[config.mk]
export PLATFORM = sky130hd
export DESIGN_NAME = hsc_cordic
export DESIGN_NICKNAME = d
export VERILOG_FILES = /design/src/hw/rtl/hsc_pkg.sv /design/src/hw/rtl/hsc_cordic.sv
export SDC_FILE = /design/constraint.sdc
export NUM_CORES = 2
export LEC_CHECK = 0
export BUFFER_PORTS_ARGS = -buffer_cell sky130_fd_sc_hd__clkbuf_2
export CORE_ASPECT_RATIO = 0.7
export CORE_MARGIN = 2
export CORE_UTILIZATION = 40
export DETAILED_ROUTE_END_ITERATION = 6
export PLACE_DENSITY = 0.54
export SYNTH_ARGS = -nofsm -noshare
export SYNTH_HDL_FRONTEND = slang
export SYNTH_SLANG_ARGS = --single-unit
[constraint.sdc]
create_clock -name clk -period 13.3 [get_ports clk]
set_input_delay 0 -clock clk [delete_from_list [all_inputs] [get_ports clk]]
set_output_delay 0 -clock clk [all_outputs]
set_load 0.005 [all_outputs]
[src/hw/rtl/hsc_pkg.sv]
// Types, constants and tables for the hard-sphere collision pipeline.
`timescale 1ns / 1ps

package hsc_pkg;

    // Input word: two velocities, relative speed and two random fractions
    typedef struct packed {
        logic signed [31:0] first_vx;
        logic signed [31:0] first_vy;
        logic signed [31:0] first_vz;
        logic signed [31:0] second_vx;
        logic signed [31:0] second_vy;
        logic signed [31:0] second_vz;
        logic [30:0]        rel_speed;
        logic [15:0]        uniform_theta;
        logic [15:0]        uniform_phi;
    } hsc_in_t;

    // Result word: post-collision velocities
    typedef struct packed {
        logic signed [31:0] new_first_vx;
        logic signed [31:0] new_first_vy;
        logic signed [31:0] new_first_vz;
        logic signed [31:0] new_second_vx;
        logic signed [31:0] new_second_vy;
        logic signed [31:0] new_second_vz;
    } hsc_out_t;

    // Values that ride alongside the sqrt and CORDIC pipes
    typedef struct packed {
        logic signed [32:0] sum_x;
        logic signed [32:0] sum_y;
        logic signed [32:0] sum_z;
        logic [30:0]        rel_speed;
        logic signed [17:0] cos_th;
        logic               flip;
    } hsc_side_t;

    localparam int ATAN_ENTRIES = 24;
    localparam int SQRT_STEPS   = 17;
    // Front register plus the three product/sum stages after the angle pipes
    localparam int PIPE_EXTRA   = 4;

    localparam logic signed [33:0] GAIN_Q30   = 34'sd652032874;
    localparam logic signed [33:0] TWO_PI_Q30 = 34'sd6746518852;

    // atan(2^-i) in Q30
    function automatic logic signed [33:0] atan_q30(input int idx);
        logic signed [33:0] val;
        case (idx)
            0:       val = 34'sd843314857;
            1:       val = 34'sd497837829;
            2:       val = 34'sd263043837;
            3:       val = 34'sd133525159;
            4:       val = 34'sd67021687;
            5:       val = 34'sd33543516;
            6:       val = 34'sd16775851;
            7:       val = 34'sd8388437;
            8:       val = 34'sd4194283;
            9:       val = 34'sd2097149;
            10:      val = 34'sd1048576;
            11:      val = 34'sd524288;
            12:      val = 34'sd262144;
            13:      val = 34'sd131072;
            14:      val = 34'sd65536;
            15:      val = 34'sd32768;
            16:      val = 34'sd16384;
            17:      val = 34'sd8192;
            18:      val = 34'sd4096;
            19:      val = 34'sd2048;
            20:      val = 34'sd1024;
            21:      val = 34'sd512;
            22:      val = 34'sd256;
            23:      val = 34'sd128;
            default: val = 34'sd0;
        endcase
        return val;
    endfunction

endpackage

[src/hw/rtl/hsc_cordic.sv]
// Pipelined rotation-mode CORDIC, one micro-rotation per stage.
`timescale 1ns / 1ps

module hsc_cordic
    import hsc_pkg::*;
#(
    parameter int STEPS = 16
) (
    input  logic               clk,
    input  logic signed [33:0] angle,
    output logic signed [33:0] cos_out,
    output logic signed [33:0] sin_out
);

    logic signed [33:0] x_reg [STEPS+1];
    logic signed [33:0] y_reg [STEPS+1];
    logic signed [33:0] z_reg [STEPS+1];

    assign x_reg[0] = GAIN_Q30;
    assign y_reg[0] = '0;
    assign z_reg[0] = angle;

    generate
        for (genvar i = 0; i < STEPS; i++) begin : g_stage
            localparam logic signed [33:0] ATAN_I = atan_q30(i);
            logic signed [33:0] x_next;
            logic signed [33:0] y_next;
            logic signed [33:0] z_next;

            // Rotate toward zero residual angle
            always_comb
            begin
                if (!z_reg[i][33])
                begin
                    x_next = x_reg[i] - (y_reg[i] >>> i);
                    y_next = y_reg[i] + (x_reg[i] >>> i);
                    z_next = z_reg[i] - ATAN_I;
                end
                else
                begin
                    x_next = x_reg[i] + (y_reg[i] >>> i);
                    y_next = y_reg[i] - (x_reg[i] >>> i);
                    z_next = z_reg[i] + ATAN_I;
                end
            end

            always_ff @(posedge clk)
            begin
                x_reg[i+1] <= x_next;
                y_reg[i+1] <= y_next;
                z_reg[i+1] <= z_next;
            end
        end
    endgenerate

    assign cos_out = x_reg[STEPS];
    assign sin_out = y_reg[STEPS];

endmodule

==> impl_metrics.env <==
export IMPL_outcome="finished, final reports clean"
export IMPL_postSynthAreaPerCell_um2=8.41
export IMPL_fin_crit_sh_pct=42.7
export IMPL_drive_gt1_share_pct=4.48
export IMPL_crit_required_ns=14.03
export IMPL_dp_hpwl_um=270000
export IMPL_cts_tree="built"
export IMPL_h_tree_depth=4
export IMPL_drc_errors=0
export IMPL_rsz0062_at_grt="no"
export IMPL_largest_reg_flops=477
export IMPL_crit_slowest_cell="nor4_1"
export IMPL_r2r_start="x_reg[379]$_DFF_P_"
export IMPL_hold_start="angle[33]"
export IMPL_gp_congestion=0.950
export IMPL_grt_first_pass_wirelength_um=506000
export IMPL_antenna_found_initial=15
export IMPL_grt_max_degree=81
export IMPL_path_cells="inv_1 > ha_1 > nand2b_1 > or4_1 > nor4_1 > a21oi_1 > xnor2_1 > ha_1 > nand3_1 > or3_1 > nor3b_1 > o211ai_1 > a31oi_1 > nor3_1 > nor3_1 > or3_1 > a21oi_1 > xnor2_1"
export IMPL_groute_usage_overall_pct=23.7
export IMPL_final_util_pct=43.9
export IMPL_grt_pass1_vias=85200
export IMPL_ant_nets=0
export IMPL_synth_area_top_cells="dfxtp_1, ha_1, xnor2_1"
export IMPL_cts_root_buf="clkbuf_16"
export IMPL_first_iter_violations=8293
export IMPL_dp_cells=16000
export IMPL_fin_cells=16300
export IMPL_syn_cell_area_mm2=0.106
export IMPL_vias_per_cell=5.63
export IMPL_finalSetupViolCount=0
export IMPL_skew_ns=0.0501
export IMPL_relSlewSlack_pct=7.02
export IMPL_ys_seq_area_share_pct=26.3
export IMPL_cp_max_fo=7
export IMPL_most_common_layout_cells="dfxtp_1, a21oi_1, ha_1"
export IMPL_criticalPathCategory="register to register"
export IMPL_layout_nets=14100
export IMPL_syn_inst=12600
export IMPL_synth_fp_nets=14000
export IMPL_die_h_um=435
export IMPL_synth_warnings=0
export IMPL_overflow=0
export IMPL_clk_latency_ns=0.86
export IMPL_numCtsBuffers=163
export IMPL_cp_startpoint="x_reg[379]$_DFF_P_"
export IMPL_final_hold_violation_count=0
export IMPL_drtPass1Iterations=6
export IMPL_drt_total_wl_um=329000
export IMPL_area_growth_pct=9.43
export IMPL_min_period_ns=5.69
export IMPL_core_mm2=0.264
export IMPL_numPortBuffers=102
export IMPL_drv_cap=0
export IMPL_crit_arrival_ns=6.42
export IMPL_initial_utilization_pct=40.1
export IMPL_die_w_um=619
export IMPL_cts_sinks=1394
export IMPL_slew_viol_final=0
export IMPL_std_cell_rows=158
export IMPL_clk_path_buf_depth=4
export IMPL_synth_async_reset_ratio_pct=0
export IMPL_setup_tns_ns=0
export IMPL_num_io_pins=103
export IMPL_hold_class="input port to register"
export IMPL_ys_ff_latch=1394
export IMPL_crit_path_end_kind="register"
export IMPL_synth_top_cell_area_share_pct=26.3
export IMPL_clkTransAtPathRegs_ns=0.07
export IMPL_ys_types=90
export IMPL_crit_path_max_incr_delay_ns=0.97
export IMPL_synth_edff_count=0
export IMPL_dieArea_mm2=0.269
export IMPL_wl_per_cell_um=20.1
export IMPL_multi_input_area_mm2=0.0748
export IMPL_fmax_mhz=176
export IMPL_tightestPinTransition_ns=1.39
export IMPL_cts_repair_resized=0
export IMPL_synthFlopType="dfxtp_1"
export IMPL_vias=92000
export IMPL_register_area_mm2=0.0279
export IMPL_fillCellCount=26100
export IMPL_synth_top_area_cell="dfxtp_1"
export IMPL_final_common_cell="dfxtp_1"
export IMPL_startpoint_type="register"
-- Yosys cell counts, drive strengths merged, types with 34 or more instances --
cell and count:
o31a 41, nand3 202, a21oi 1361, a21o 640
dfxtp 1394, mux2 53, clkbuf 166, nand4 75
ha 1350, o41ai 34, xor2 613, nor2 1110
fa 43, and3 134, nor3 337, buf 102
mux2i 69, o21a 232, a211oi 154, nor2b 173
nand2b 166, or2 37, o21bai 166, o31ai 64
or3 76, a31oi 165, o211ai 43, or4 36
a211o 39, a21boi 47, inv 536, xnor2 1139
o21ai 595, a31o 35, nand2 613, and2 89
nor4 76
-- logic make-up after synthesis --
family                     Yosys count  synth area share [%]
AOI/OAI and AO/OA                 3897                  23.4
xor gates and xnor gates          1752                  14.5
adders and majority gates         1393                  16.7
buffers and inverters              806                  3.10
DFF                               1394                  26.3
muxes                              122                  1.23
other                                1               0.00354
and+or+nand+nor                   3239                  14.7
-- worst max-delay path: cells and delay by family, from the launching register on --
family / cells / cell delay, ns
AND/OR/NAND/NOR: 9 / 3.20
XOR/XNOR: 2 / 0.31
buffers and inverters: 1 / 0.09
adder cells (fa/ha/maj): 2 / 0.58
AO/OA/AOI/OAI: 4 / 1.01
flip-flops: 1 / 0.38
-- timing repair --
action,4_1_cts,5_1_grt
hold buffers,49,0
hold endpoints to repair,36,0
buffers inserted,0,0
-- worst paths after layout --
path,end,slack (ns),cells past startpoint
setup / recovery,y_reg[373]$_DFF_P_,7.61,18
setup reg to reg,y_reg[373]$_DFF_P_,7.61,18
hold / removal,y_reg[542]$_DFF_P_,0.12,3
hold reg to reg,z_reg[154]$_DFF_P_,0.32,0
-- through the flow --
| stage | hold slack, ns | instance area [um2] | setup slack (ns) |
|---|---|---|---|
| after floorplan | 0.0277 | 106000 | 8.91 |
| after global placement | 0.244 | 110000 | 7.82 |
| after global routing | 0.114 | 116000 | 7.27 |
| after detailed placement | 0.240 | 110000 | 7.81 |
| final | 0.115 | 116000 | 7.61 |
| after CTS | 0.0558 | 116000 | 7.76 |
-- per-layer routing --
| layer | up-vias | track usage [%] | part of all wire [%] |
|---|---|---|---|
| li1 | 45600 | - | - |
| met1 | 43300 | 39.8 | 56 |
| met2 | 2784 | 30.1 | 35 |
| met3 | 315 | 4.32 | 7.9 |
| met4 | 6 | 3.91 | 1.5 |
| met5 | - | 0 | 0.013 |
-- cell type report --
class / instances / area share [%]
diodes: 6 / 0.0129
clock buffers: 202 / 3.84
clock inverters: 81 / 0.899
inverters: 538 / 1.74
multi-input cells: 10400 / 64.5
flip-flops and latches: 1394 / 24.1
well taps: 3520 / 3.80
repair buffers: 193 / 1.13
Power is not shown: default switching activity piles up to over one toggle a cycle in this logic, so the estimate is an artifact.
