===== src/hw/rtl/hsc_pkg.sv =====
// Types, constants and tables for the hard-sphere collision pipeline.
`timescale 1ns / 1ps

package hsc_pkg;

    // Input word: two velocities, relative speed and two random fractions
    typedef struct packed {
        logic signed [31:0] first_vx;
        logic signed [31:0] first_vy;
        logic signed [31:0] first_vz;
        logic signed [31:0] second_vx;
        logic signed [31:0] second_vy;
        logic signed [31:0] second_vz;
        logic [30:0]        rel_speed;
        logic [15:0]        uniform_theta;
        logic [15:0]        uniform_phi;
    } hsc_in_t;

    // Result word: post-collision velocities
    typedef struct packed {
        logic signed [31:0] new_first_vx;
        logic signed [31:0] new_first_vy;
        logic signed [31:0] new_first_vz;
        logic signed [31:0] new_second_vx;
        logic signed [31:0] new_second_vy;
        logic signed [31:0] new_second_vz;
    } hsc_out_t;

    // Values that ride alongside the sqrt and CORDIC pipes
    typedef struct packed {
        logic signed [32:0] sum_x;
        logic signed [32:0] sum_y;
        logic signed [32:0] sum_z;
        logic [30:0]        rel_speed;
        logic signed [17:0] cos_th;
        logic               flip;
    } hsc_side_t;

    localparam int ATAN_ENTRIES = 24;
    localparam int SQRT_STEPS   = 17;
    // Front register plus the three product/sum stages after the angle pipes
    localparam int PIPE_EXTRA   = 4;

    localparam logic signed [33:0] GAIN_Q30   = 34'sd652032874;
    localparam logic signed [33:0] TWO_PI_Q30 = 34'sd6746518852;

    // atan(2^-i) in Q30
    function automatic logic signed [33:0] atan_q30(input int idx);
        logic signed [33:0] val;
        case (idx)
            0:       val = 34'sd843314857;
            1:       val = 34'sd497837829;
            2:       val = 34'sd263043837;
            3:       val = 34'sd133525159;
            4:       val = 34'sd67021687;
            5:       val = 34'sd33543516;
            6:       val = 34'sd16775851;
            7:       val = 34'sd8388437;
            8:       val = 34'sd4194283;
            9:       val = 34'sd2097149;
            10:      val = 34'sd1048576;
            11:      val = 34'sd524288;
            12:      val = 34'sd262144;
            13:      val = 34'sd131072;
            14:      val = 34'sd65536;
            15:      val = 34'sd32768;
            16:      val = 34'sd16384;
            17:      val = 34'sd8192;
            18:      val = 34'sd4096;
            19:      val = 34'sd2048;
            20:      val = 34'sd1024;
            21:      val = 34'sd512;
            22:      val = 34'sd256;
            23:      val = 34'sd128;
            default: val = 34'sd0;
        endcase
        return val;
    endfunction

endpackage


===== src/hw/rtl/hsc_sqrt.sv =====
// Pipelined integer square root, one result bit per stage.
`timescale 1ns / 1ps

module hsc_sqrt
    import hsc_pkg::*;
(
    input  logic        clk,
    input  logic [32:0] radicand,
    output logic [16:0] root
);

    logic [33:0] rem_reg [SQRT_STEPS+1];
    logic [33:0] res_reg [SQRT_STEPS+1];

    assign rem_reg[0] = {1'b0, radicand};
    assign res_reg[0] = '0;

    generate
        for (genvar i = 0; i < SQRT_STEPS; i++) begin : g_stage
            localparam logic [33:0] BIT_VAL = 34'd1 << (2 * (SQRT_STEPS - 1 - i));
            logic [33:0] trial;
            logic [33:0] rem_next;
            logic [33:0] res_next;

            // Try to take off the next bit
            always_comb
            begin
                trial = res_reg[i] + BIT_VAL;
                if (rem_reg[i] >= trial)
                begin
                    rem_next = rem_reg[i] - trial;
                    res_next = (res_reg[i] >> 1) + BIT_VAL;
                end
                else
                begin
                    rem_next = rem_reg[i];
                    res_next = res_reg[i] >> 1;
                end
            end

            always_ff @(posedge clk)
            begin
                rem_reg[i+1] <= rem_next;
                res_reg[i+1] <= res_next;
            end
        end
    endgenerate

    assign root = res_reg[SQRT_STEPS][16:0];

endmodule


===== config.mk =====
export PLATFORM = sky130hd
export DESIGN_NAME = hsc_sqrt
export DESIGN_NICKNAME = d
export VERILOG_FILES = /design/src/hw/rtl/hsc_pkg.sv /design/src/hw/rtl/hsc_sqrt.sv
export SDC_FILE = /design/constraint.sdc
export NUM_CORES = 1
export LEC_CHECK = 0
export ABC_CLOCK_PERIOD_IN_PS = 2800
export BUFFER_PORTS_ARGS = -buffer_cell sky130_fd_sc_hd__buf_2
export CAP_MARGIN = 20
export CORE_ASPECT_RATIO = 0.7
export CORE_UTILIZATION = 56
export CTS_BUF_LIST = sky130_fd_sc_hd__clkbuf_4 sky130_fd_sc_hd__clkbuf_8 sky130_fd_sc_hd__clkbuf_16
export CTS_CLUSTER_DIAMETER = 200
export DETAILED_ROUTE_END_ITERATION = 10
export GPL_ROUTABILITY_DRIVEN = 0
export PLACE_DENSITY = 0.8
export SKIP_CTS_REPAIR_TIMING = 1
export SYNTH_ARGS = -nofsm -noshare
export SYNTH_HDL_FRONTEND = slang
export SYNTH_SLANG_ARGS = --single-unit

===== constraint.sdc =====
create_clock -name clk -period 2.8 [get_ports clk]
set_input_delay 0.28 -clock clk [delete_from_list [all_inputs] [get_ports clk]]
set_output_delay 0.28 -clock clk [all_outputs]
set_load 0.02 [all_outputs]

==> key figures <==
STA
  – Pins Over Slew Limit: 0
  – Worst Max-Slew Pin Slew: just over 0.8 ns
  – Final WS setup: -0.05624 ns
  – Skew final: roughly 0.033 ns
  – Setup violators final: 2
  – Fin crit period: between 2 and 3 ns
  – Slew Limit Headroom: a little under half
  – Final setup TNS: -0.06620 ns
  – Final hold violations: 0
  – RSZ-0062 raised after global routing: true
  – F_max: 350.1 MHz
  – Period utilisation layout: 102.0%

Final layout
  – Area of the multi-input gates: approximately 0.011 sq mm
  – Final instance area: 0.03046 sq mm
  – Synth-to-Final Area Change: 19.41%
  – Number of fill cells in the layout: 3007
  – Layout cells sized above 1: about 15%
  – Number of flip-flops in the largest register: approximately 540
  – Post-Layout Cell Count: ~3400
  – Fin nets: 2915
  – ANT cells: 0
  – Register Area: 0.01397 sq mm

Synthesis
  – Compound-cell area share of the yosys netlist: between 10% and 20%
  – Distinct cells, synth: 74
  – Sequential element share of the synthesized area: a little over half
  – Synth Area in Adders: under 10%
  – Yosys reg bits: roughly 700
  – Yosys top cell by area: dfxtp_1
  – Top FF cell, synth: dfxtp_1
  – Share of flip-flops with an asynchronous set or reset: 0%
  – Cells after synthesis: between 2000 and 3000
  – Synth top area share: 54.71%
  – Area contributors post-synth: dfxtp_1, ha_1, xor2_1, xnor2_1, inv_1
  – Mapped cell area: 0.02550 sq mm
  – Post-Synth Simple-Gate Area: between 10% and 20%
  – Largest family of logic cells by synthesized area: simple AND/OR/NAND/NOR gates
  – Xor-xnor portion of the synthesized cell area: around 7.3%
  – Post-synth EDFFs: 0
  – Yosys warns: 0
  – Syn Area/Cell: between 10 and 15 sq um
  – Mux contribution to synthesized area: 0.9812%

Routing
  – DRT Pass-1 Iters: 5
  – Post-route ant nets: 0
  – DR WL/cell: about 18 um
  – Routed vias/inst: approximately 5.6
  – Drt initial violations: approximately 1300
  – Final wirelength: between 60000 and 70000 um
  – Vias after detailed routing: between 15000 and 20000
  – Drt drc: 0

Min path
  – Hold Crit Depth: 2
  – Hold Crit Class: in -> reg
  – Worst Hold End: rem_reg[560]
  – Hold path start: radicand[16]

Power and ir drop
  – Flop pwr share: between 40% and 50%
  – Worst VDD drop: roughly 0.77 mV
  – Sw power: between 10 and 15 mW
  – Power, Total: roughly 33 mW
  – Leak: around 14 nW
  – Comb power frac: roughly 28%
  – Cell-internal power: around 22 mW
  – Clock power frac: 27.8%
  – Switching Share: between 30% and 40%
  – Pwr/cell area: roughly 1100 mW/mm^2

Worst setup path
  – R2R Setup Slk: -0.06 ns
  – Crit path arrival time: ~3.4 ns
  – Max incr delay on CP: 0.45 ns
  – Slowest cell on crit path: ha_1
  – Kind of critical path: reg -> reg
  – R2r worst-path depth: 9
  – Critical path data required time: approximately 3.3 ns
  – Crit-path leading delay family: simple AND/OR/NAND/NOR gates
  – CP Capture Type: register
  – Crit Path Max Fanout: 4
  – Cell chain of the critical path: inv_1 > ha_1 > nor4b_4 > nand4_1 > o21bai_1 > nor3_1 > nor3b_2 > nor3b_1 > xor2_1
  – Critical R2R Capture: rem_reg[475]
  – WP buf/inv: 1
  – Reg2reg start: res_reg[506]
  – CP startpoint kind: register

Die
  – Cell row count: 65
  – IO Pins: just over 50
  – Initial Utilization: around 57%
  – Die area: around 0.046 sq mm
  – DIE HEIGHT: roughly 180 um
  – Die X: 257.1 um
  – Core Footprint: approximately 0.045 sq mm

GRT
  – Initial antenna violation count: 0
  – First-pass GRT wire length: 92150 um
  – Largest net degree at the start of global routing: 32
  – Total grt overflow: 0
  – Vias in the first global route: approximately 18000
  – Tot GR Track Use: 24.29%

Clocking
  – # H-tree levels: 2
  – CTS tree: built
  – TritonCTS Sinks: between 600 and 700
  – Largest buffer count on any clock path: 3
  – CTS Buf Count: between 50 and 60
  – Clock root buffer: clkbuf_16
  – Worst-Skew Late Latency: 0.62 ns
  – CTS clk-pin slew, worst paths: roughly 0.070 ns

Place
  – Setup WS pre-CTS: -0.2465 ns
  – I/O Buffers: 50
  – DP Area: around 0.027 sq mm
  – Dpl cells: about 3200
  – Post-DP HPWL: 41510 um

Status
  – Failing checks: setup timing
  – Status: finished with violations

Flow run
  – Max-Cap Viols: 0
[metrics by stage]
step	hold WS, ns	util, %
6_report	0.2921	67.72
5_1_grt	0.2837	67.72
4_1_cts	-0.2494	65.14
3_5_place_dp	0.3369	60.26
3_3_place_gp	0.3352	60.26
2_1_floorplan	0.3077	-
[worst reg2reg max path, cell delays in order, from the launching register on]
cell and delay [ns]:
dfxtp_1 0.35, inv_1 0.05, ha_1 0.45, nor4b_4 0.33, nand4_1 0.23, o21bai_1 0.26
nor3_1 0.15, nor3b_2 0.30, nor3b_1 0.37, xor2_1 0.27
[cell type report]
class / count / share of cell area [%]
Sequential cell: 697 / 45.87
Clock inverter: 39 / 1.853
Inverter: 204 / 2.514
Multi-Input combinational cell: 1565 / 37.21
Clock buffer: 71 / 5.365
Tap cell: 603 / 2.477
Timing Repair Buffer: 189 / 4.708
[per-layer routing]
| layer | vias to the layer above | share of wire, % | track usage (%) |
|---|---|---|---|
| li1 | 9056 | - | - |
| met1 | 8853 | 44 | 32.63 |
| met2 | 712 | 47 | 39.63 |
| met3 | 133 | 6.7 | 4.444 |
| met4 | 0 | 2.8 | 7.619 |
| met5 | - | 0 | 0 |
[power by group through the flow]
stage / clock, mW / sequential, mW / combinational [mW]
2_1_floorplan: 0 / 13.6 / 6.39
3_3_place_gp: 0 / 14.2 / 8.07
3_5_place_dp: 0 / 14.3 / 8.48
4_1_cts: 9.14 / 14.1 / 8.62
5_1_grt: 9.59 / 14.5 / 10.2
6_report: 9.08 / 14.3 / 9.28
[layout by cell type, fill, tap and decap left out, drive strengths merged, types with 104 or more instances in the layout]
cell and n:
dfxtp 697, inv 207, nand2 184, ha 166, buf 155, o21ai 152, nor2 141, xor2 109
a21oi 108, xnor2 104
[worst max path at each step]
stage / cells after the start / end / startpoint / slack [ns]
finish: 9 / rem_reg[475] / res_reg[506] / -0.06
floorplan: 10 / rem_reg[101] / res_reg[111] / 0.02
global route: 11 / rem_reg[92] / res_reg[113] / -0.09
detailed placement: 11 / rem_reg[67] / res_reg[72] / -0.25
global placement: 13 / rem_reg[299] / res_reg[325] / -0.17
CTS: 13 / rem_reg[299] / res_reg[325] / -0.34
[cells in the mapped netlist, types with 29 or more instances]
master,number
o21ai_0,148
inv_1,204
xnor2_1,104
nand3_1,40
xor2_1,109
nor2_1,141
a21oi_1,108
nand4_1,30
or3_1,29
dfxtp_1,697
nand2_1,184
clkbuf_1,29
a21o_1,31
nor4_1,86
nand2b_1,44
nor3_1,66
ha_1,166
[cell families after synthesis]
| logic type | Yosys count |
|---|---|
| buf+inv | 240 |
| xor+xnor | 213 |
| other cells | 1 |
| simple gates | 719 |
| mux | 22 |
| fa+ha+maj | 166 |
| compound gates | 443 |
| flops | 697 |
Power figures use the tool's default switching activity.
